`src/hdl/taa_pkg.sv`:
```
// Shared constants, types and the step-width table for the thermistor converter.
`timescale 1ns / 1ps

package taa_pkg;

  // Averaging window and field widths.
  localparam int SAMPLES    = 8;
  localparam int ADC_W      = 10;
  localparam int TEMP_W     = 11;
  localparam int STATUS_W   = 2;
  localparam int POLL_W     = 8;
  localparam int USED_W     = $clog2(SAMPLES + 1);
  localparam int HIST_IDX_W = (SAMPLES > 1) ? $clog2(SAMPLES) : 1;
  localparam int SUM_W      = ADC_W + $clog2(SAMPLES);

  localparam logic [POLL_W-1:0] POLL_LIMIT = POLL_W'(255);

  // Conversion table geometry.
  localparam int TABLE_STEPS = 128;
  localparam int STEP_W      = $clog2(TABLE_STEPS);
  localparam int WIDTH_W     = 4;
  localparam int LOWER_W     = 11;
  localparam int CALC_W      = 12;

  localparam logic [ADC_W-1:0] TABLE_START_COUNT = ADC_W'(65);
  localparam int START_KELVIN  = -27 + 273;
  localparam int KELVIN_TENTHS = 273 * 10;
  localparam int TENTHS_OFFSET = KELVIN_TENTHS - START_KELVIN * 10;

  localparam logic signed [TEMP_W-1:0] COLD_TENTHS = TEMP_W'((START_KELVIN - 273) * 10);
  localparam logic signed [TEMP_W-1:0] HOT_TENTHS  =
    TEMP_W'((START_KELVIN + TABLE_STEPS - 1 - 273) * 10);

  // Shared divider geometry: averages and interpolation both go through it.
  localparam int DEN_W = (USED_W > WIDTH_W) ? USED_W : WIDTH_W;
  localparam int NUM_W = SUM_W;

  typedef enum logic [STATUS_W-1:0] {
    RANGE_OK   = 2'd0,
    RANGE_COLD = 2'd1,
    RANGE_HOT  = 2'd2
  } range_status_t;

  typedef struct packed {
    logic [SUM_W-1:0]  total;
    logic [USED_W-1:0] used;
  } avg_job_t;

  typedef struct packed {
    logic             start;
    logic [NUM_W-1:0] num;
    logic [DEN_W-1:0] den;
  } div_req_t;

  typedef struct packed {
    logic             done;
    logic [NUM_W-1:0] quot;
  } div_rsp_t;

  // Two step widths per byte, high nibble first; one step is one degree.
  localparam logic [7:0] STEP_WIDTHS [TABLE_STEPS/2] = '{
    8'h44, 8'h45, 8'h45, 8'h55, 8'h66, 8'h66, 8'h67, 8'h67, 8'h87, 8'h88, 8'h88, 8'h98,
    8'h9a, 8'h99, 8'haa, 8'haa, 8'hba, 8'hba, 8'hbb, 8'hbb, 8'hbb, 8'hbc, 8'hbb, 8'hbb,
    8'hbc, 8'hbb, 8'hab, 8'hbb, 8'haa, 8'hba, 8'haa, 8'ha9, 8'ha9, 8'h99, 8'h98, 8'h98,
    8'h88, 8'h88, 8'h77, 8'h77, 8'h77, 8'h67, 8'h66, 8'h65, 8'h65, 8'h56, 8'h54, 8'h55,
    8'h44, 8'h54, 8'h44, 8'h34, 8'h43, 8'h34, 8'h33, 8'h33, 8'h32, 8'h33, 8'h23, 8'h22,
    8'h32, 8'h22, 8'h22, 8'h20
  };

  function automatic logic [WIDTH_W-1:0] step_width(input logic [STEP_W-1:0] step);
    logic [7:0] packed_w;
    packed_w = STEP_WIDTHS[step[STEP_W-1:1]];
    return step[0] ? packed_w[3:0] : packed_w[7:4];
  endfunction

endpackage

```
`src/hdl/taa_if.sv`:
```
// Valid/ready channel interfaces for converter readings and temperature results.
`timescale 1ns / 1ps

interface taa_sample_if;
  import taa_pkg::*;
  logic             valid;
  logic             ready;
  logic [ADC_W-1:0] adc_sample;
  modport source (output valid, output adc_sample, input ready);
  modport sink   (input valid, input adc_sample, output ready);
endinterface

interface taa_result_if;
  import taa_pkg::*;
  logic                     valid;
  logic                     ready;
  logic signed [TEMP_W-1:0] temp_tenths_c;
  logic [STATUS_W-1:0]      range_status;
  modport source (output valid, output temp_tenths_c, output range_status, input ready);
  modport sink   (input valid, input temp_tenths_c, input range_status, output ready);
endinterface

```
`src/hdl/taa_divider.sv`:
```
// Restoring divider, one quotient bit per cycle.
`timescale 1ns / 1ps

module taa_divider (
  input  logic              clk,
  input  logic              rst,
  input  taa_pkg::div_req_t req,
  output taa_pkg::div_rsp_t rsp
);
  import taa_pkg::*;

  localparam int CNT_W = $clog2(NUM_W + 1);

  logic             busy;
  logic             done;
  logic [CNT_W-1:0] cnt;
  logic [NUM_W-1:0] work;
  logic [DEN_W-1:0] rem;
  logic [DEN_W-1:0] den;
  logic [DEN_W:0]   rem_shift;
  logic [DEN_W:0]   rem_sub;
  logic             fits;

  always_comb begin
    rem_shift = {rem, work[NUM_W-1]};
    fits      = rem_shift >= {1'b0, den};
    rem_sub   = rem_shift - {1'b0, den};
  end

  always_ff @(posedge clk) begin
    if (rst) begin
      busy <= 1'b0;
      done <= 1'b0;
      cnt  <= '0;
    end else begin
      done <= 1'b0;
      if (req.start) begin
        busy <= 1'b1;
        cnt  <= CNT_W'(NUM_W);
        work <= req.num;
        rem  <= '0;
        den  <= req.den;
      end else if (busy) begin
        // shift the next dividend bit in, keep the quotient bit
        work <= {work[NUM_W-2:0], fits};
        rem  <= fits ? rem_sub[DEN_W-1:0] : rem_shift[DEN_W-1:0];
        cnt  <= cnt - CNT_W'(1);
        if (cnt == CNT_W'(1)) begin
          busy <= 1'b0;
          done <= 1'b1;
        end
      end
    end
  end

  assign rsp.done = done;
  assign rsp.quot = work;

endmodule

```
`src/hdl/taa_front.sv`:
```
// Front end: takes readings, keeps the history and poll count, sums the window.
`timescale 1ns / 1ps

module taa_front (
  input  logic              clk,
  input  logic              rst,
  taa_sample_if.sink        sample_ch,
  output taa_pkg::avg_job_t job,
  output logic              job_valid,
  input  logic              job_ready
);
  import taa_pkg::*;

  typedef enum logic [1:0] {F_IDLE, F_SUM, F_PUSH} front_state_t;

  front_state_t          state;
  logic [ADC_W-1:0]      hist [SAMPLES];
  logic [POLL_W-1:0]     poll_count;
  logic [POLL_W-1:0]     poll_count_next;
  logic [USED_W-1:0]     used;
  logic [USED_W-1:0]     used_next;
  logic [USED_W-1:0]     k;
  logic [SUM_W-1:0]      total;
  logic [HIST_IDX_W-1:0] hist_idx;

  always_comb begin
    poll_count_next = (poll_count < POLL_LIMIT) ? poll_count + POLL_W'(1) : poll_count;
    used_next = (poll_count_next < POLL_W'(SAMPLES)) ? USED_W'(poll_count_next)
                                                      : USED_W'(SAMPLES);
    // walk back from the newest entry
    hist_idx = HIST_IDX_W'(SAMPLES - 1) - k[HIST_IDX_W-1:0];
  end

  always_ff @(posedge clk) begin
    if (rst) begin
      state      <= F_IDLE;
      poll_count <= '0;
      for (int i = 0; i < SAMPLES; i++) begin
        hist[i] <= '0;
      end
    end else begin
      unique case (state)
        F_IDLE: begin
          if (sample_ch.valid) begin
            for (int i = 0; i < SAMPLES - 1; i++) begin
              hist[i] <= hist[i+1];
            end
            hist[SAMPLES-1] <= sample_ch.adc_sample;
            poll_count      <= poll_count_next;
            used            <= used_next;
            k               <= '0;
            total           <= '0;
            state           <= F_SUM;
          end
        end
        F_SUM: begin
          total <= total + SUM_W'(hist[hist_idx]);
          if (k == used - USED_W'(1)) begin
            state <= F_PUSH;
          end else begin
            k <= k + USED_W'(1);
          end
        end
        F_PUSH: begin
          if (job_ready) begin
            state <= F_IDLE;
          end
        end
        default: state <= F_IDLE;
      endcase
    end
  end

  assign sample_ch.ready = (state == F_IDLE);
  assign job_valid       = (state == F_PUSH);
  assign job.total       = total;
  assign job.used        = used;

endmodule

```
`src/hdl/taa_fifo.sv`:
```
// Two-entry queue of window sums between front and back.
`timescale 1ns / 1ps

module taa_fifo (
  input  logic              clk,
  input  logic              rst,
  input  taa_pkg::avg_job_t wr_data,
  input  logic              wr_valid,
  output logic              wr_ready,
  output taa_pkg::avg_job_t rd_data,
  output logic              rd_valid,
  input  logic              rd_ready
);
  import taa_pkg::*;

  avg_job_t   mem [2];
  logic       wr_ptr;
  logic       rd_ptr;
  logic [1:0] fill;
  logic       push;
  logic       pop;

  assign wr_ready = (fill != 2'd2);
  assign rd_valid = (fill != 2'd0);
  assign push     = wr_valid && wr_ready;
  assign pop      = rd_valid && rd_ready;
  assign rd_data  = mem[rd_ptr];

  always_ff @(posedge clk) begin
    if (rst) begin
      wr_ptr <= 1'b0;
      rd_ptr <= 1'b0;
      fill   <= 2'd0;
    end else begin
      if (push) begin
        mem[wr_ptr] <= wr_data;
        wr_ptr      <= ~wr_ptr;
      end
      if (pop) begin
        rd_ptr <= ~rd_ptr;
      end
      case ({push, pop})
        2'b10:   fill <= fill + 2'd1;
        2'b01:   fill <= fill - 2'd1;
        default: fill <= fill;
      endcase
    end
  end

endmodule

```
`src/hdl/taa_back.sv`:
```
// Back end: divides the window sum, walks the table, interpolates, holds the result.
`timescale 1ns / 1ps

module taa_back (
  input  logic              clk,
  input  logic              rst,
  input  taa_pkg::avg_job_t job,
  input  logic              job_valid,
  output logic              job_ready,
  output taa_pkg::div_req_t div_req,
  input  taa_pkg::div_rsp_t div_rsp,
  taa_result_if.source      result_ch
);
  import taa_pkg::*;

  typedef enum logic [2:0] {B_IDLE, B_AVG, B_WALK, B_PART, B_OUT} back_state_t;

  back_state_t              state;
  logic [ADC_W-1:0]         avg;
  logic [LOWER_W-1:0]       lower;
  logic [STEP_W-1:0]        step;
  logic signed [TEMP_W-1:0] temp;
  range_status_t            status;

  logic [WIDTH_W-1:0] width;
  logic [LOWER_W-1:0] upper;
  logic [LOWER_W-1:0] diff;
  logic               hit;
  logic [NUM_W-1:0]   part_num;
  logic [ADC_W-1:0]   avg_q;
  logic [CALC_W-1:0]  part_tenths;

  always_comb begin
    width    = step_width(step);
    upper    = lower + LOWER_W'(width);
    hit      = (LOWER_W'(avg) >= lower) && (LOWER_W'(avg) < upper);
    diff     = LOWER_W'(avg) - lower;
    part_num = NUM_W'(NUM_W'(diff[WIDTH_W-1:0]) * NUM_W'(10));
    avg_q    = div_rsp.quot[ADC_W-1:0];
    part_tenths = CALC_W'(step) * CALC_W'(10) + CALC_W'(div_rsp.quot[WIDTH_W-1:0])
                  - CALC_W'(TENTHS_OFFSET);

    div_req.start = 1'b0;
    div_req.num   = '0;
    div_req.den   = '0;
    if (state == B_IDLE && job_valid) begin
      div_req.start = 1'b1;
      div_req.num   = NUM_W'(job.total);
      div_req.den   = DEN_W'(job.used);
    end else if (state == B_WALK && hit) begin
      // a zero-width step never hits, so the divisor is never zero
      div_req.start = 1'b1;
      div_req.num   = part_num;
      div_req.den   = DEN_W'(width);
    end
  end

  always_ff @(posedge clk) begin
    if (rst) begin
      state <= B_IDLE;
    end else begin
      unique case (state)
        B_IDLE: begin
          if (job_valid) begin
            state <= B_AVG;
          end
        end
        B_AVG: begin
          if (div_rsp.done) begin
            avg <= avg_q;
            if (avg_q < TABLE_START_COUNT) begin
              temp   <= COLD_TENTHS;
              status <= RANGE_COLD;
              state  <= B_OUT;
            end else begin
              lower <= LOWER_W'(TABLE_START_COUNT);
              step  <= '0;
              state <= B_WALK;
            end
          end
        end
        B_WALK: begin
          if (hit) begin
            state <= B_PART;
          end else begin
            lower <= upper;
            if (step == STEP_W'(TABLE_STEPS - 1)) begin
              temp   <= HOT_TENTHS;
              status <= RANGE_HOT;
              state  <= B_OUT;
            end else begin
              step <= step + STEP_W'(1);
            end
          end
        end
        B_PART: begin
          if (div_rsp.done) begin
            temp   <= part_tenths[TEMP_W-1:0];
            status <= RANGE_OK;
            state  <= B_OUT;
          end
        end
        B_OUT: begin
          if (result_ch.ready) begin
            state <= B_IDLE;
          end
        end
        default: state <= B_IDLE;
      endcase
    end
  end

  assign job_ready              = (state == B_IDLE);
  assign result_ch.valid        = (state == B_OUT);
  assign result_ch.temp_tenths_c = temp;
  assign result_ch.range_status = status;

endmodule

```
`src/hdl/thermistor_average_to_temperature.sv`:
```
// Top level: thermistor reading averager and temperature converter.
`timescale 1ns / 1ps

// Path: the front takes a reading and sums the N newest readings (N up to 8), the queue
//   holds the sum, then the back end divides for the average, walks up to 128 table
//   steps, clamps cold or hot or divides again to interpolate, and holds the result beat.
// Throughput: one beat per back-end pass; the table walk, one step a cycle, sets it.
// Reset (rst, synchronous): clears history, poll count, queue and all state machines.
module thermistor_average_to_temperature (
  input  logic         clk,
  input  logic         rst,
  taa_sample_if.sink   sample_ch,
  taa_result_if.source result_ch
);
  import taa_pkg::*;

  // Front to queue: window sum and the number of readings it covers.
  avg_job_t front_job;
  logic     front_valid;
  logic     front_ready;

  // Queue to back end.
  avg_job_t back_job;
  logic     back_valid;
  logic     back_ready;

  // Shared divider: the back end starts it for the average and for interpolation.
  div_req_t div_req;
  div_rsp_t div_rsp;

  // Shift the reading in, advance the poll count, sum the newest readings.
  taa_front u_front (
    .clk       (clk),
    .rst       (rst),
    .sample_ch (sample_ch),
    .job       (front_job),
    .job_valid (front_valid),
    .job_ready (front_ready)
  );

  // Hold up to two sums so the front keeps taking beats while the back works.
  taa_fifo u_fifo (
    .clk      (clk),
    .rst      (rst),
    .wr_data  (front_job),
    .wr_valid (front_valid),
    .wr_ready (front_ready),
    .rd_data  (back_job),
    .rd_valid (back_valid),
    .rd_ready (back_ready)
  );

  taa_divider u_divider (
    .clk (clk),
    .rst (rst),
    .req (div_req),
    .rsp (div_rsp)
  );

  // Average, walk the step table, clamp cold or hot, interpolate in tenths.
  taa_back u_back (
    .clk       (clk),
    .rst       (rst),
    .job       (back_job),
    .job_valid (back_valid),
    .job_ready (back_ready),
    .div_req   (div_req),
    .div_rsp   (div_rsp),
    .result_ch (result_ch)
  );

endmodule

```
`src/flat_wrapper.sv`:
```
// flat-port wrapper written by rule: the top's interface ports become plain ports
module thermistor_average_to_temperature_flat import taa_pkg::*;
  (clk, rst, sample_ch_valid, sample_ch_adc_sample, sample_ch_ready, result_ch_valid, result_ch_temp_tenths_c, result_ch_range_status, result_ch_ready);
  taa_sample_if sample_ch_i ();
  taa_result_if result_ch_i ();
  input  logic clk;
  input  logic rst;
  input wire logic [$bits(sample_ch_i.valid)-1:0] sample_ch_valid;
  input wire logic [$bits(sample_ch_i.adc_sample)-1:0] sample_ch_adc_sample;
  output wire logic [$bits(sample_ch_i.ready)-1:0] sample_ch_ready;
  output wire logic [$bits(result_ch_i.valid)-1:0] result_ch_valid;
  output wire logic [$bits(result_ch_i.temp_tenths_c)-1:0] result_ch_temp_tenths_c;
  output wire logic [$bits(result_ch_i.range_status)-1:0] result_ch_range_status;
  input wire logic [$bits(result_ch_i.ready)-1:0] result_ch_ready;
  assign sample_ch_i.valid = sample_ch_valid;
  assign sample_ch_i.adc_sample = sample_ch_adc_sample;
  assign sample_ch_ready = sample_ch_i.ready;
  assign result_ch_valid = result_ch_i.valid;
  assign result_ch_temp_tenths_c = result_ch_i.temp_tenths_c;
  assign result_ch_range_status = result_ch_i.range_status;
  assign result_ch_i.ready = result_ch_ready;
  thermistor_average_to_temperature u_core (.clk(clk), .rst(rst), .sample_ch(sample_ch_i), .result_ch(result_ch_i));
endmodule
```
`config.mk`:
```
export PLATFORM = sky130hd
export DESIGN_NAME = thermistor_average_to_temperature_flat
export DESIGN_NICKNAME = d
export VERILOG_FILES = /design/src/hdl/taa_pkg.sv /design/src/hdl/taa_if.sv /design/src/hdl/taa_divider.sv /design/src/hdl/taa_front.sv /design/src/hdl/taa_fifo.sv /design/src/hdl/taa_back.sv /design/src/hdl/thermistor_average_to_temperature.sv /design/src/flat_wrapper.sv
export SDC_FILE = /design/constraint.sdc
export NUM_CORES = 1
export LEC_CHECK = 0
export BUFFER_PORTS_ARGS = -buffer_cell sky130_fd_sc_hd__buf_2
export CAP_MARGIN = 20
export CORE_UTILIZATION = 68
export CTS_CLUSTER_DIAMETER = 40
export CTS_CLUSTER_SIZE = 10
export DETAILED_ROUTE_END_ITERATION = 10
export PLACE_DENSITY_LB_ADDON = 0.25
export SETUP_SLACK_MARGIN = 0.2
export SYNTH_ARGS = -nofsm -noshare
export SYNTH_HDL_FRONTEND = slang
export SYNTH_SLANG_ARGS = --single-unit
```
`constraint.sdc`:
```
create_clock -name clk -period 18.2 [get_ports clk]
set_input_delay 2.73 -clock clk [delete_from_list [all_inputs] [get_ports clk]]
set_output_delay 2.73 -clock clk [all_outputs]
set_load 0.01 [all_outputs]
```
Word-level counts from Yosys, hierarchy flattened:

Memories as Yosys holds them, arrays and structs flattened. A register that Yosys moved wholly into a read port is not among the register bits.
Cells that the tools add are included.
W data, S select, Z words.

* reduce and logical (&&, ||, !) cells: 26
* multiplexer cells: 74
* magnitude comparators: 7
* add/subtract/negate cells: 14
* equality and inequality tests: 26
* bitwise logic cells: 13
* multipliers: 2

Operators by type and width (number)
* $mux W11: 8
* $mux W10: 8
* $mux W13: 3
* $mux W18: 2
* $pmux W11 S3: 1
* $mux W4: 7
* $mux W7: 4
* $pmux W13 S2: 1
* $mux W8: 3
* $add A11 B4 Y11: 2
* $pmux W11 S2: 1
* $mux W3: 7
* $ne A2 B2 Y1 const B: 9
* $mux W2: 8
* $mux W1: 15
* $pmux W3 S5: 1
* $pmux W7 S2: 1
* $add A13 B10 Y13: 1
* $pmux W2 S3: 2
* $reduce_and A3 Y1: 4
* $ge A10 B11 Y1: 1
* $lt A10 B11 Y1: 1
* $sub A11 B9 Y11 const B: 1
* $lt A10 B7 Y1 const B: 1
* other kinds (41): 70

* bits of input ports: 14
* ROM bits: 512
* memory bits (writable): 114
* word-level logic and storage cells: 186
* flip-flop bits (word level): 106
* memories kept: 3

Memories
* (name not given): words 64, width 8, rd ports 1, clocked after Yosys merged registers in 0, write ports 0, RTL line taa_pkg.sv:72 `packed_w = STEP_WIDTHS[step[STEP_W-1:1]];`
* u_core.u_front.hist: words 8, width 10, rd ports 8, clocked after Yosys merged registers in 0, write ports 8, RTL line taa_front.sv:17 `logic [ADC_W-1:0] hist [SAMPLES];`
* u_core.u_fifo.mem: words 2, width 17, rd ports 1, clocked after Yosys merged registers in 1, write ports 1, RTL line taa_fifo.sv:16 `avg_job_t mem [2];`

Logic depth before layout (Yosys ltp):

Gate-level depths: netlist (run 1).

* depth in word-level cells: 13
* mapped depth: 22

By module:

A second synthesis (run 1) with hierarchy kept.

* cells, all modules: 1010
* area, all modules: 12363.1 µm²

Modules (own cells, without submodules)
* taa_front: instances 1, area an instance 5535.3 µm², cells each 404
* taa_back: instances 1, area an instance 4066.4 µm², cells each 429
* taa_fifo: instances 1, area an instance 1448.9 µm², cells each 79
* taa_divider: instances 1, area an instance 1312.5 µm², cells each 98

Worst setup path before layout (run 1):

Ideal clock, no wire load.

* path kind: register -> register
* start point: register u_core.u_back.step[2]
* end point: register u_core.u_divider.rem[0], enable pin
* cell stages (with the launch flop): 22
* required time: 17.803 ns
* slack: 12.441 ns
* period minus slack after synthesis: 5.759 ns
* data arrival time: 5.362 ns
* path buffers: 1
* library setup time: 0.397 ns
* path through: edfxtp_1 inv_1 ha_1 inv_1 mux4_2 mux2_2 a21oi_1 a22oi_1 ha_1 fa_1 nand3_1 and2_1 nor3_1 xnor2_1 ha_1 and3_1 a221o_1 a31o_2 a21oi_1 a21oi_2 buf_2 a21oi_1

* longest elaborated chain between the ends: 13

Ends and longest elaborated chain
* from (decl): RTL line taa_back.sv:21 `logic [STEP_W-1:0] step;`
* from (signal assigned): RTL line taa_back.sv:92 `step <= step + STEP_W'(1);`
* $not A6 Y7 (implied by the code): RTL line taa_pkg.sv:72
* $mem_v2 Z64 W8
* $mux W8 (implied by the code) (2 in a row): RTL line taa_pkg.sv:72
* $mux W4: RTL line taa_pkg.sv:73 `return step[0] ? packed_w[3:0] : packed_w[7:4];`
* $add A11 B4 Y11: RTL line taa_back.sv:35 `upper = lower + LOWER_W'(width);`
* $lt A10 B11 Y1: RTL line taa_back.sv:36 `hit = (LOWER_W'(avg) >= lower) && (LOWER_W'(avg) < upper);`
* $logic_and A1 B1 Y1: RTL line taa_back.sv:36
* $logic_and A1 B1 Y1: RTL line taa_back.sv:50 `end else if (state == B_WALK && hit) begin`
* $mux W18: RTL line taa_back.sv:50
* $mux W18: RTL line taa_back.sv:46 `if (state == B_IDLE && job_valid) begin`
* $reduce_bool A2 Y1 (no line)
* $reduce_and A2 Y1 (no line)
* to (signal assigned): RTL line taa_divider.sv:46 `rem <= fits ? rem_sub[DEN_W-1:0] : rem_shift[DEN_W-1:0];`
* to (decl): RTL line taa_divider.sv:18 `logic [DEN_W-1:0] rem;`

No other way between the ends. The select of a mux whose other input is x is not followed.
A chain may end at the register's enable or synchronous reset.

Final worst setup path (run 1):

* start point: register u_core.u_back.step[2]
* end point: register u_core.u_divider.work[3], enable pin

* longest elaborated chain between the ends: 13

Ends and longest elaborated chain
* $not A6 Y7 (implied by the code): RTL line taa_pkg.sv:72
* $mem_v2 Z64 W8
* $mux W8 (implied by the code) (2 in a row): RTL line taa_pkg.sv:72
* $mux W4: RTL line taa_pkg.sv:73
* $add A11 B4 Y11: RTL line taa_back.sv:35
* $lt A10 B11 Y1: RTL line taa_back.sv:36
* $logic_and A1 B1 Y1: RTL line taa_back.sv:36
* $logic_and A1 B1 Y1: RTL line taa_back.sv:50
* $mux W18: RTL line taa_back.sv:50
* $mux W18: RTL line taa_back.sv:46
* $reduce_bool A2 Y1 (no line)
* $reduce_and A2 Y1 (no line)
* to (signal assigned): RTL line taa_divider.sv:40 `work <= req.num;`
* to (signal assigned): RTL line taa_divider.sv:45 `work <= {work[NUM_W-2:0], fits};`
* to (decl): RTL line taa_divider.sv:17 `logic [NUM_W-1:0] work;`

No other way between the ends. The select of a mux whose other input is x is not followed.

==> results of run 1 <==
==> metrics by stage <==
stage	power, mW	util (%)	setup slack, ns
after floorplan	0.8966	-	12.44
after global placement	0.9642	71.70	12.22
after detailed placement	0.9778	71.76	11.98
after CTS	1.546	77.51	11.96
after global routing	1.608	77.57	11.48
final	1.542	77.57	11.97
==> worst reg2reg max path: stages, from the launching register on <==
cell	delay [ns]
edfxtp_1	0.66
inv_1	0.21
ha_1	0.29
mux4_2	0.49
mux2_2	0.28
a21oi_1	0.15
a22oi_1	0.13
ha_1	0.26
fa_1	0.41
nand3_1	0.13
and2_1	0.18
nor3_1	0.08
xnor2_1	0.20
ha_1	0.27
and3_1	0.20
a221o_1	0.29
a31o_2	0.24
a21oi_1	0.21
a21oi_2	0.23
a21oi_1	0.73
buf_4	0.31
==> how the worst max path moves through the flow <==
| stage | startpoint | to | slack, ns | cells past startpoint |
|---|---|---|---|---|
| 2_1_floorplan | u_core.u_back.step[2] | u_core.u_divider.rem[0] | 12.44 | 21 |
| 3_3_place_gp | u_core.u_back.step[2] | u_core.u_divider.work[1] | 12.22 | 20 |
| 3_5_place_dp | u_core.u_back.step[2] | u_core.u_divider.work[3] | 11.98 | 20 |
| 4_1_cts | u_core.u_back.step[2] | u_core.u_divider.work[2] | 11.96 | 20 |
| 5_1_grt | u_core.u_back.step[2] | u_core.u_divider.work[2] | 11.48 | 20 |
| 6_report | u_core.u_back.step[2] | u_core.u_divider.work[3] | 11.97 | 20 |
==> final cells by class <==
type                       instances  area, um^2
sequential                       221        6396
multi-input combinational        694        5326
fill                            1072        3892
clock buffer                      47       897.1
tap                              225       281.5
timing repair buffer              40       237.7
inverter                          60       225.2
clock inverter                     8       100.1
==> Yosys cell counts, types with 6 or more instances <==
cell type	n
ha_1	77
and3_1	6
fa_1	7
nand3_1	19
buf_2	11
a211oi_1	9
xor2_1	19
mux2i_1	23
dfxtp_1	24
nor2b_1	40
a21oi_1	43
mux2_2	13
xnor2_1	29
edfxtp_1	197
a21o_1	10
nor3_1	23
nand2_1	61
nand2b_1	8
o21a_1	7
a31oi_1	7
o21ai_0	29
clkbuf_1	28
and2_1	67
nor2_1	76
inv_1	58
o22ai_1	6
or3_1	6
mux4_2	23
==> cells by family after synthesis <==
family / synth area share, %
buffers and inverters: 3.471
xor gates and xnor gates: 3.471
DFF: 52.80
and+or+nand+nor: 14.78
muxes: 7.386
adders and majority gates: 9.111
AOI/OAI and AO/OA: 8.976
==> cells in the final DEF (no fill, tap or decap), types with 7 or more instances in the layout <==
| cell | netlist | routed |
|---|---|---|
| xnor2_1 | 29 | 29 |
| o21ai_0 | 29 | 29 |
| fa_1 | 7 | 7 |
| xor2_1 | 19 | 19 |
| clkbuf_16 | 0 | 32 |
| o21a_1 | 7 | 7 |
| a211oi_1 | 9 | 8 |
| nand3_1 | 19 | 19 |
| nor2_1 | 76 | 75 |
| inv_1 | 58 | 58 |
| a21oi_1 | 43 | 43 |
| dfxtp_1 | 24 | 24 |
| buf_2 | 11 | 28 |
| mux2_2 | 13 | 13 |
| nand2_1 | 61 | 61 |
| mux4_2 | 23 | 23 |
| nor2b_1 | 40 | 40 |
| buf_4 | 1 | 10 |
| a31oi_1 | 7 | 7 |
| nand2b_1 | 8 | 7 |
| nor3_1 | 23 | 21 |
| and2_1 | 67 | 67 |
| clkbuf_1 | 28 | 11 |
| edfxtp_1 | 197 | 197 |
| a21o_1 | 10 | 10 |
| mux2i_1 | 23 | 23 |
| ha_1 | 77 | 77 |
==> power breakdown <==
part,switching (mW),internal [mW],leakage (nW),total (mW)
sequential,0.0417,0.612,2.13,0.654
clock,0.215,0.353,0.470,0.568
combinational,0.184,0.136,2.50,0.320
total,0.440,1.10,5.10,1.54
==> registers in the layout (all words and copies together), names as in the netlist, 7 cells and up, named ones only <==
register,count
u_core.u_back.lower,11
u_core.u_divider.work,13
u_core.u_front.total,13
u_core.u_fifo.mem,34
u_core.u_back.avg,10
u_core.u_back.result_ch.temp_tenths_c,11
u_core.u_back.step,7
u_core.u_front.poll_count,8
u_core.u_front.hist,80
==> per-layer routing <==
metal,global-route usage [%],share of wire [%],wire [um]
met1,34.29,42,10020
met2,46.87,50,11720
met3,3.853,4.7,1104
met4,10.86,3.5,823
met5,0,0,0
==> flow_summary.ini, run 1 <==
[run_status]
status = finished clean

[clocking]
worstSkewPairLatency_ns = 0.56
cts_setup_buffers = 0
clkSinkCount = 221
tritoncts = built
clockBufferDepth = 3
postCtsHoldBufs = 0
clk_pin_slew_ns = 0.05
htreeDepth = 1
cts-root-buf = clkbuf_16
cts_buffers = 30
cts.repair.resized = 0

[worst_hold_path]
min_to = u_core.u_back.avg[7]
holdPathStages = 0
min_from = u_core.u_divider.work[7]
hold_class = flip-flop to flip-flop

[drt]
post_drt_wl_per_cell_um = 18.27
initialDrtViolationCount = 480
drc = 0
num_vias = 7931
drtPass1Iterations = 5
ant_nets = 0
viasPerCell = 6.124
drt_wl_total_um = 23660

[sta]
period_share_pct = 34.22
worst_slew_pin_slew_ns = 1.033
period_needed_ns = 6.227
max_freq_mhz = 160.6
fin_tns_setup_ns = 0
max_slew_margin_pct = 31.16
fin_hold_ws_ns = 0.4787
rsz0062_at_grt = no
skew_ns = 0.01120
final_max_slew_viol_count = 0
hold_viol_final = 0
setup_viol = 0

[worst_setup_path]
end_kind = flip-flop
reg2reg_depth = 20
required_ns = 18.46
r2r_end = u_core.u_divider.work[3]
critical_path.top_delay_family = compound AO/OA/AOI/OAI gates
rr_startpoint = u_core.u_back.step[2]
crit_arrival_ns = 6.49
worst-path-buf-inv = 2
crit_type = flip-flop to flip-flop
ff2ff_setup_slack_ns = 11.97
critical-path-max-stage-delay_ns = 0.73
slowest_stage = a21oi_1
path_cells = inv_1, ha_1, mux4_2, mux2_2, a21oi_1, a22oi_1, ha_1, fa_1, nand3_1, and2_1, nor3_1, xnor2_1, ha_1, and3_1, a221o_1, a31o_2, a21oi_1, a21oi_2, a21oi_1, buf_4
critPathLaunchType = flip-flop
cp_max_fo = 14

[power_and_ir_drop]
p_leak_nw = 5.100
p_per_area_nw_per_um2 = 114.5
ir_worst_vdd_mv = 0.08747

[yosys]
ys_ff_latch = 221
seq_area_frac_synth_pct = 52.80
yosysWarnings = 0
syn-instance-count = 1020
syn_area_per_cell_um2 = 11.88
syn_area_um2 = 12110
synth_edf_count = 197
synth-async-reset-ratio_pct = 0
syn_nets = 1118
synth_top_area_cell = edfxtp_1
synth_top_cell_area_share_pct = 48.84
ys.flop_type = edfxtp_1
synth_area_leaders = edfxtp_1, ha_1, mux4_2
synthDistinctLibCells = 77

[die]
initial_utilization_pct = 69.79
rows = 48
ios = 29
design.die.area_um2 = 18350
chipWidth_um = 135.5
die_y_um = 135.5
core-area_um2 = 17360

[job]
maxCapViolCount = 0

[layout]
syn_to_final_growth_pct = 11.16
fin_area_um2 = 13460
antenna_cells = 0
drive_above_1_share_pct = 12.99
final_cells = 1295
nets = 1145

[placement]
post_dp_cell_area_um2 = 12460
io_buffers = 28
place.gp.congestion = 0.9229
dp.cells = 1239
hpwlAfterDp_um = 16120

[global_routing]
grt_overflow_total = 0
antenna_found_initial = 0
grt_max_degree = 81
grt.total_usage_pct = 27.06
grt_pass1_wl_um = 38810
first_global_vias = 7876
Power figures use the tool's default switching activity.
==> run 2, diff against run 1 <==
--- a/config.mk
+++ b/config.mk
@@ -5,9 +5,10 @@
 export SDC_FILE = /design/constraint.sdc
 export NUM_CORES = 1
 export LEC_CHECK = 0
+export ABC_AREA = 1
 export BUFFER_PORTS_ARGS = -buffer_cell sky130_fd_sc_hd__buf_2
 export CAP_MARGIN = 20
-export CORE_UTILIZATION = 68
+export CORE_UTILIZATION = 57
 export CTS_CLUSTER_DIAMETER = 40
 export CTS_CLUSTER_SIZE = 10
 export DETAILED_ROUTE_END_ITERATION = 10
==> constraint.sdc (replaced) <==
create_clock -name clk -period 5.4 [get_ports clk]
set_input_delay 0.81 -clock clk [delete_from_list [all_inputs] [get_ports clk]]
set_output_delay 0.81 -clock clk [all_outputs]
set_load 0.01 [all_outputs]
==> run 2 against run 1 <==
  * Sequential power rose to 3.5 times the previous value
  * Flip-flop and latch count is the same
  * Highest routed layer unchanged
  * Area after synthesis shrank 0.52%
  * Critical path type unchanged
  * Sequential share of layout area decreased by 1.1 points
  * Power grew to 4.0 times the previous value
  * Largest cell class unchanged
  * Critical path depth is 13 higher
  * Combinational power rose to 5.2 times the previous value
  * Die area grew 18%
  * Clock-buffer cell count increased by 3
  * Synthesized cell count up 25%
  * Register-to-register slack lost 11 ns
  * Setup slack lost 11 ns
==> flow_summary.ini, run 2 <==
[layout]
fill_cells = 1581
syn_to_final_growth_pct = 14.40
multi_input_area_um2 = 4698
top_regs = u_core.u_front.hist (80), u_core.u_fifo.mem (34)
most-common-layout-cells = inv_1, edfxtp_1, nand2_1, nor2_1, a21oi_1
nets = 1423
regMostFlops = u_core.u_front.hist
layout_commonest_cell = inv_1
antenna_cells = 0
seqCellArea_um2 = 6396
largest_register_ffs = 80
fin_area_um2 = 13790
drive_above_1_share_pct = 9.548

[die]
rows = 52
chipWidth_um = 147.4
ios = 29
core-area_um2 = 20490
initial_utilization_pct = 58.80
die_y_um = 147.4
design.die.area_um2 = 21730

[drt]
ant_nets = 0
drtPass1Iterations = 5
initialDrtViolationCount = 538
num_vias = 8848
post_drt_wl_per_cell_um = 15.28
drt_wl_total_um = 24780
viasPerCell = 5.458
drc = 0

[worst_setup_path]
slowest_stage = edfxtp_1
critPathLaunchType = flip-flop
critical_path.top_delay_family = simple AND/OR/NAND/NOR gates
crit_arrival_ns = 4.97
critical-path-max-stage-delay_ns = 0.45
path_common_cell = nand2_1
cp_max_fo = 17
crit_type = flip-flop to flip-flop
required_ns = 5.58
end_kind = flip-flop
worst-path-buf-inv = 4

[yosys]
ys_ff_latch = 221
syn_nets = 1372
ys.flop_type = edfxtp_1
synth_top_cell_area_share_pct = 49.09
synth-async-reset-ratio_pct = 0
syn_area_um2 = 12050
synthDistinctLibCells = 51
yosysWarnings = 0
syn-instance-count = 1274
synth.most_common_cell = inv_1
seq_area_frac_synth_pct = 53.08
synth_common_cells = inv_1, edfxtp_1, nand2_1
syn_area_per_cell_um2 = 9.459
synth_edf_count = 197
synth_top_area_cell = edfxtp_1
synth_area_leaders = edfxtp_1, ha_1, inv_1

[power_and_ir_drop]
combPwrFrac_pct = 26.9
p_per_area_nw_per_um2 = 450.2
p_int_mw = 4.214
sw_frac_of_total_pct = 32.10
ir_worst_vdd_mv = 0.3251
pwr-share-seq_pct = 36.4
clkPwrFrac_pct = 36.7
p_leak_nw = 5.766
p_sw_mw = 1.992
power_mw = 6.206

[global_routing]
antenna_found_initial = 0
grt_pass1_wl_um = 40800
first_global_vias = 8543
grt_max_degree = 87
grt.total_usage_pct = 23.48
grt_overflow_total = 0

[worst_hold_path]
hold_class = flip-flop to flip-flop

[clocking]
worstSkewPairLatency_ns = 0.51
cts_buffers = 36
htreeDepth = 2
cts-root-buf = clkbuf_16
tritoncts = built
clockBufferDepth = 3
clkSinkCount = 221
clk_pin_slew_ns = 0.05

[sta]
period_needed_ns = 4.788
hold_viol_final = 0
skew_ns = 0.02460
max_slew_margin_pct = 27.13
fin_ws_ns = 0.6119
worst_slew_pin_slew_ns = 1.093
max_freq_mhz = 208.9
period_share_pct = 88.67
rsz0062_at_grt = no
fin_tns_setup_ns = 0
final_max_slew_viol_count = 0
setup_viol = 0

[placement]
post_dp_cell_area_um2 = 12460
io_buffers = 28
pre_cts_slack_ns = 0.4316
hpwlAfterDp_um = 16820
place.gp.congestion = 0.8350

[run_status]
status = finished clean

[job]
maxCapViolCount = 0
==> run 2: timing repair <==
item	CTS	global route
endpoints found under the setup margin	0	21
hold buffers	0	0
gates resized for setup	0	2
setup buffers	0	13
==> run 2: cell type report <==
class / instances / share of cell area [%]
Timing Repair Buffer: 51 / 2.278
Clock inverter: 14 / 1.089
Tap cell: 270 / 2.451
Clock buffer: 50 / 7.751
Multi-Input combinational cell: 798 / 34.08
Sequential cell: 221 / 46.40
Inverter: 217 / 5.954
==> run 2: cell families (layout without fill, tap and decap cells) <==
logic type               after synthesis  in the layout  share of synthesized area [%]
buffers and inverters                255            332                          8.130
adder cells (fa/ha/maj)               84             84                          9.158
multiplexers                          15             15                          1.256
AO/OA/AOI/OAI                        262            262                          12.13
AND/OR/NAND/NOR                      410            410                          14.29
XOR/XNOR                              27             27                          1.962
flip-flops                           221            221                          53.08
==> run 2: power by group through the flow <==
stage / Clock (mW) / Combinational [mW] / Sequential, mW
final: 2.28 / 1.67 / 2.26
after global routing: 2.38 / 1.91 / 2.28
after CTS: 2.30 / 1.62 / 2.27
after detailed placement: 0 / 1.60 / 2.30
after global placement: 0 / 1.55 / 2.29
after floorplan: 0 / 1.27 / 2.24
==> run 2: final timing paths <==
kind	from	end	slack [ns]	depth (start not counted)
worst max-delay path	u_core.u_back.step[1]	u_core.u_divider.rem[3]	0.61	33
worst min-delay path	u_core.u_fifo.rd_ptr	u_core.u_fifo.rd_ptr	0.46	1
worst max register to register	u_core.u_back.step[1]	u_core.u_divider.rem[3]	0.61	33
worst min register to register	u_core.u_fifo.rd_ptr	u_core.u_fifo.rd_ptr	0.46	1
==> run 2: per-layer routing <==
layer,vias up,GRT usage (%),routed length (um)
li1,4426,-,-
met1,4121,30.52,11000
met2,247,39.03,11800
met3,54,4.537,1348
met4,0,8.969,630
met5,-,0,0
==> run 2: per-stage QoR <==
step / hold slack (ns) / util, % / instances
after floorplan: 0.4258 / - / 1274
after global placement: 0.4351 / 60.78 / 1543
after detailed placement: 0.4431 / 60.78 / 1543
after CTS: 0.4513 / 66.73 / 1607
after global routing: 0.4821 / 67.27 / 1621
final: 0.4566 / 67.27 / 1621
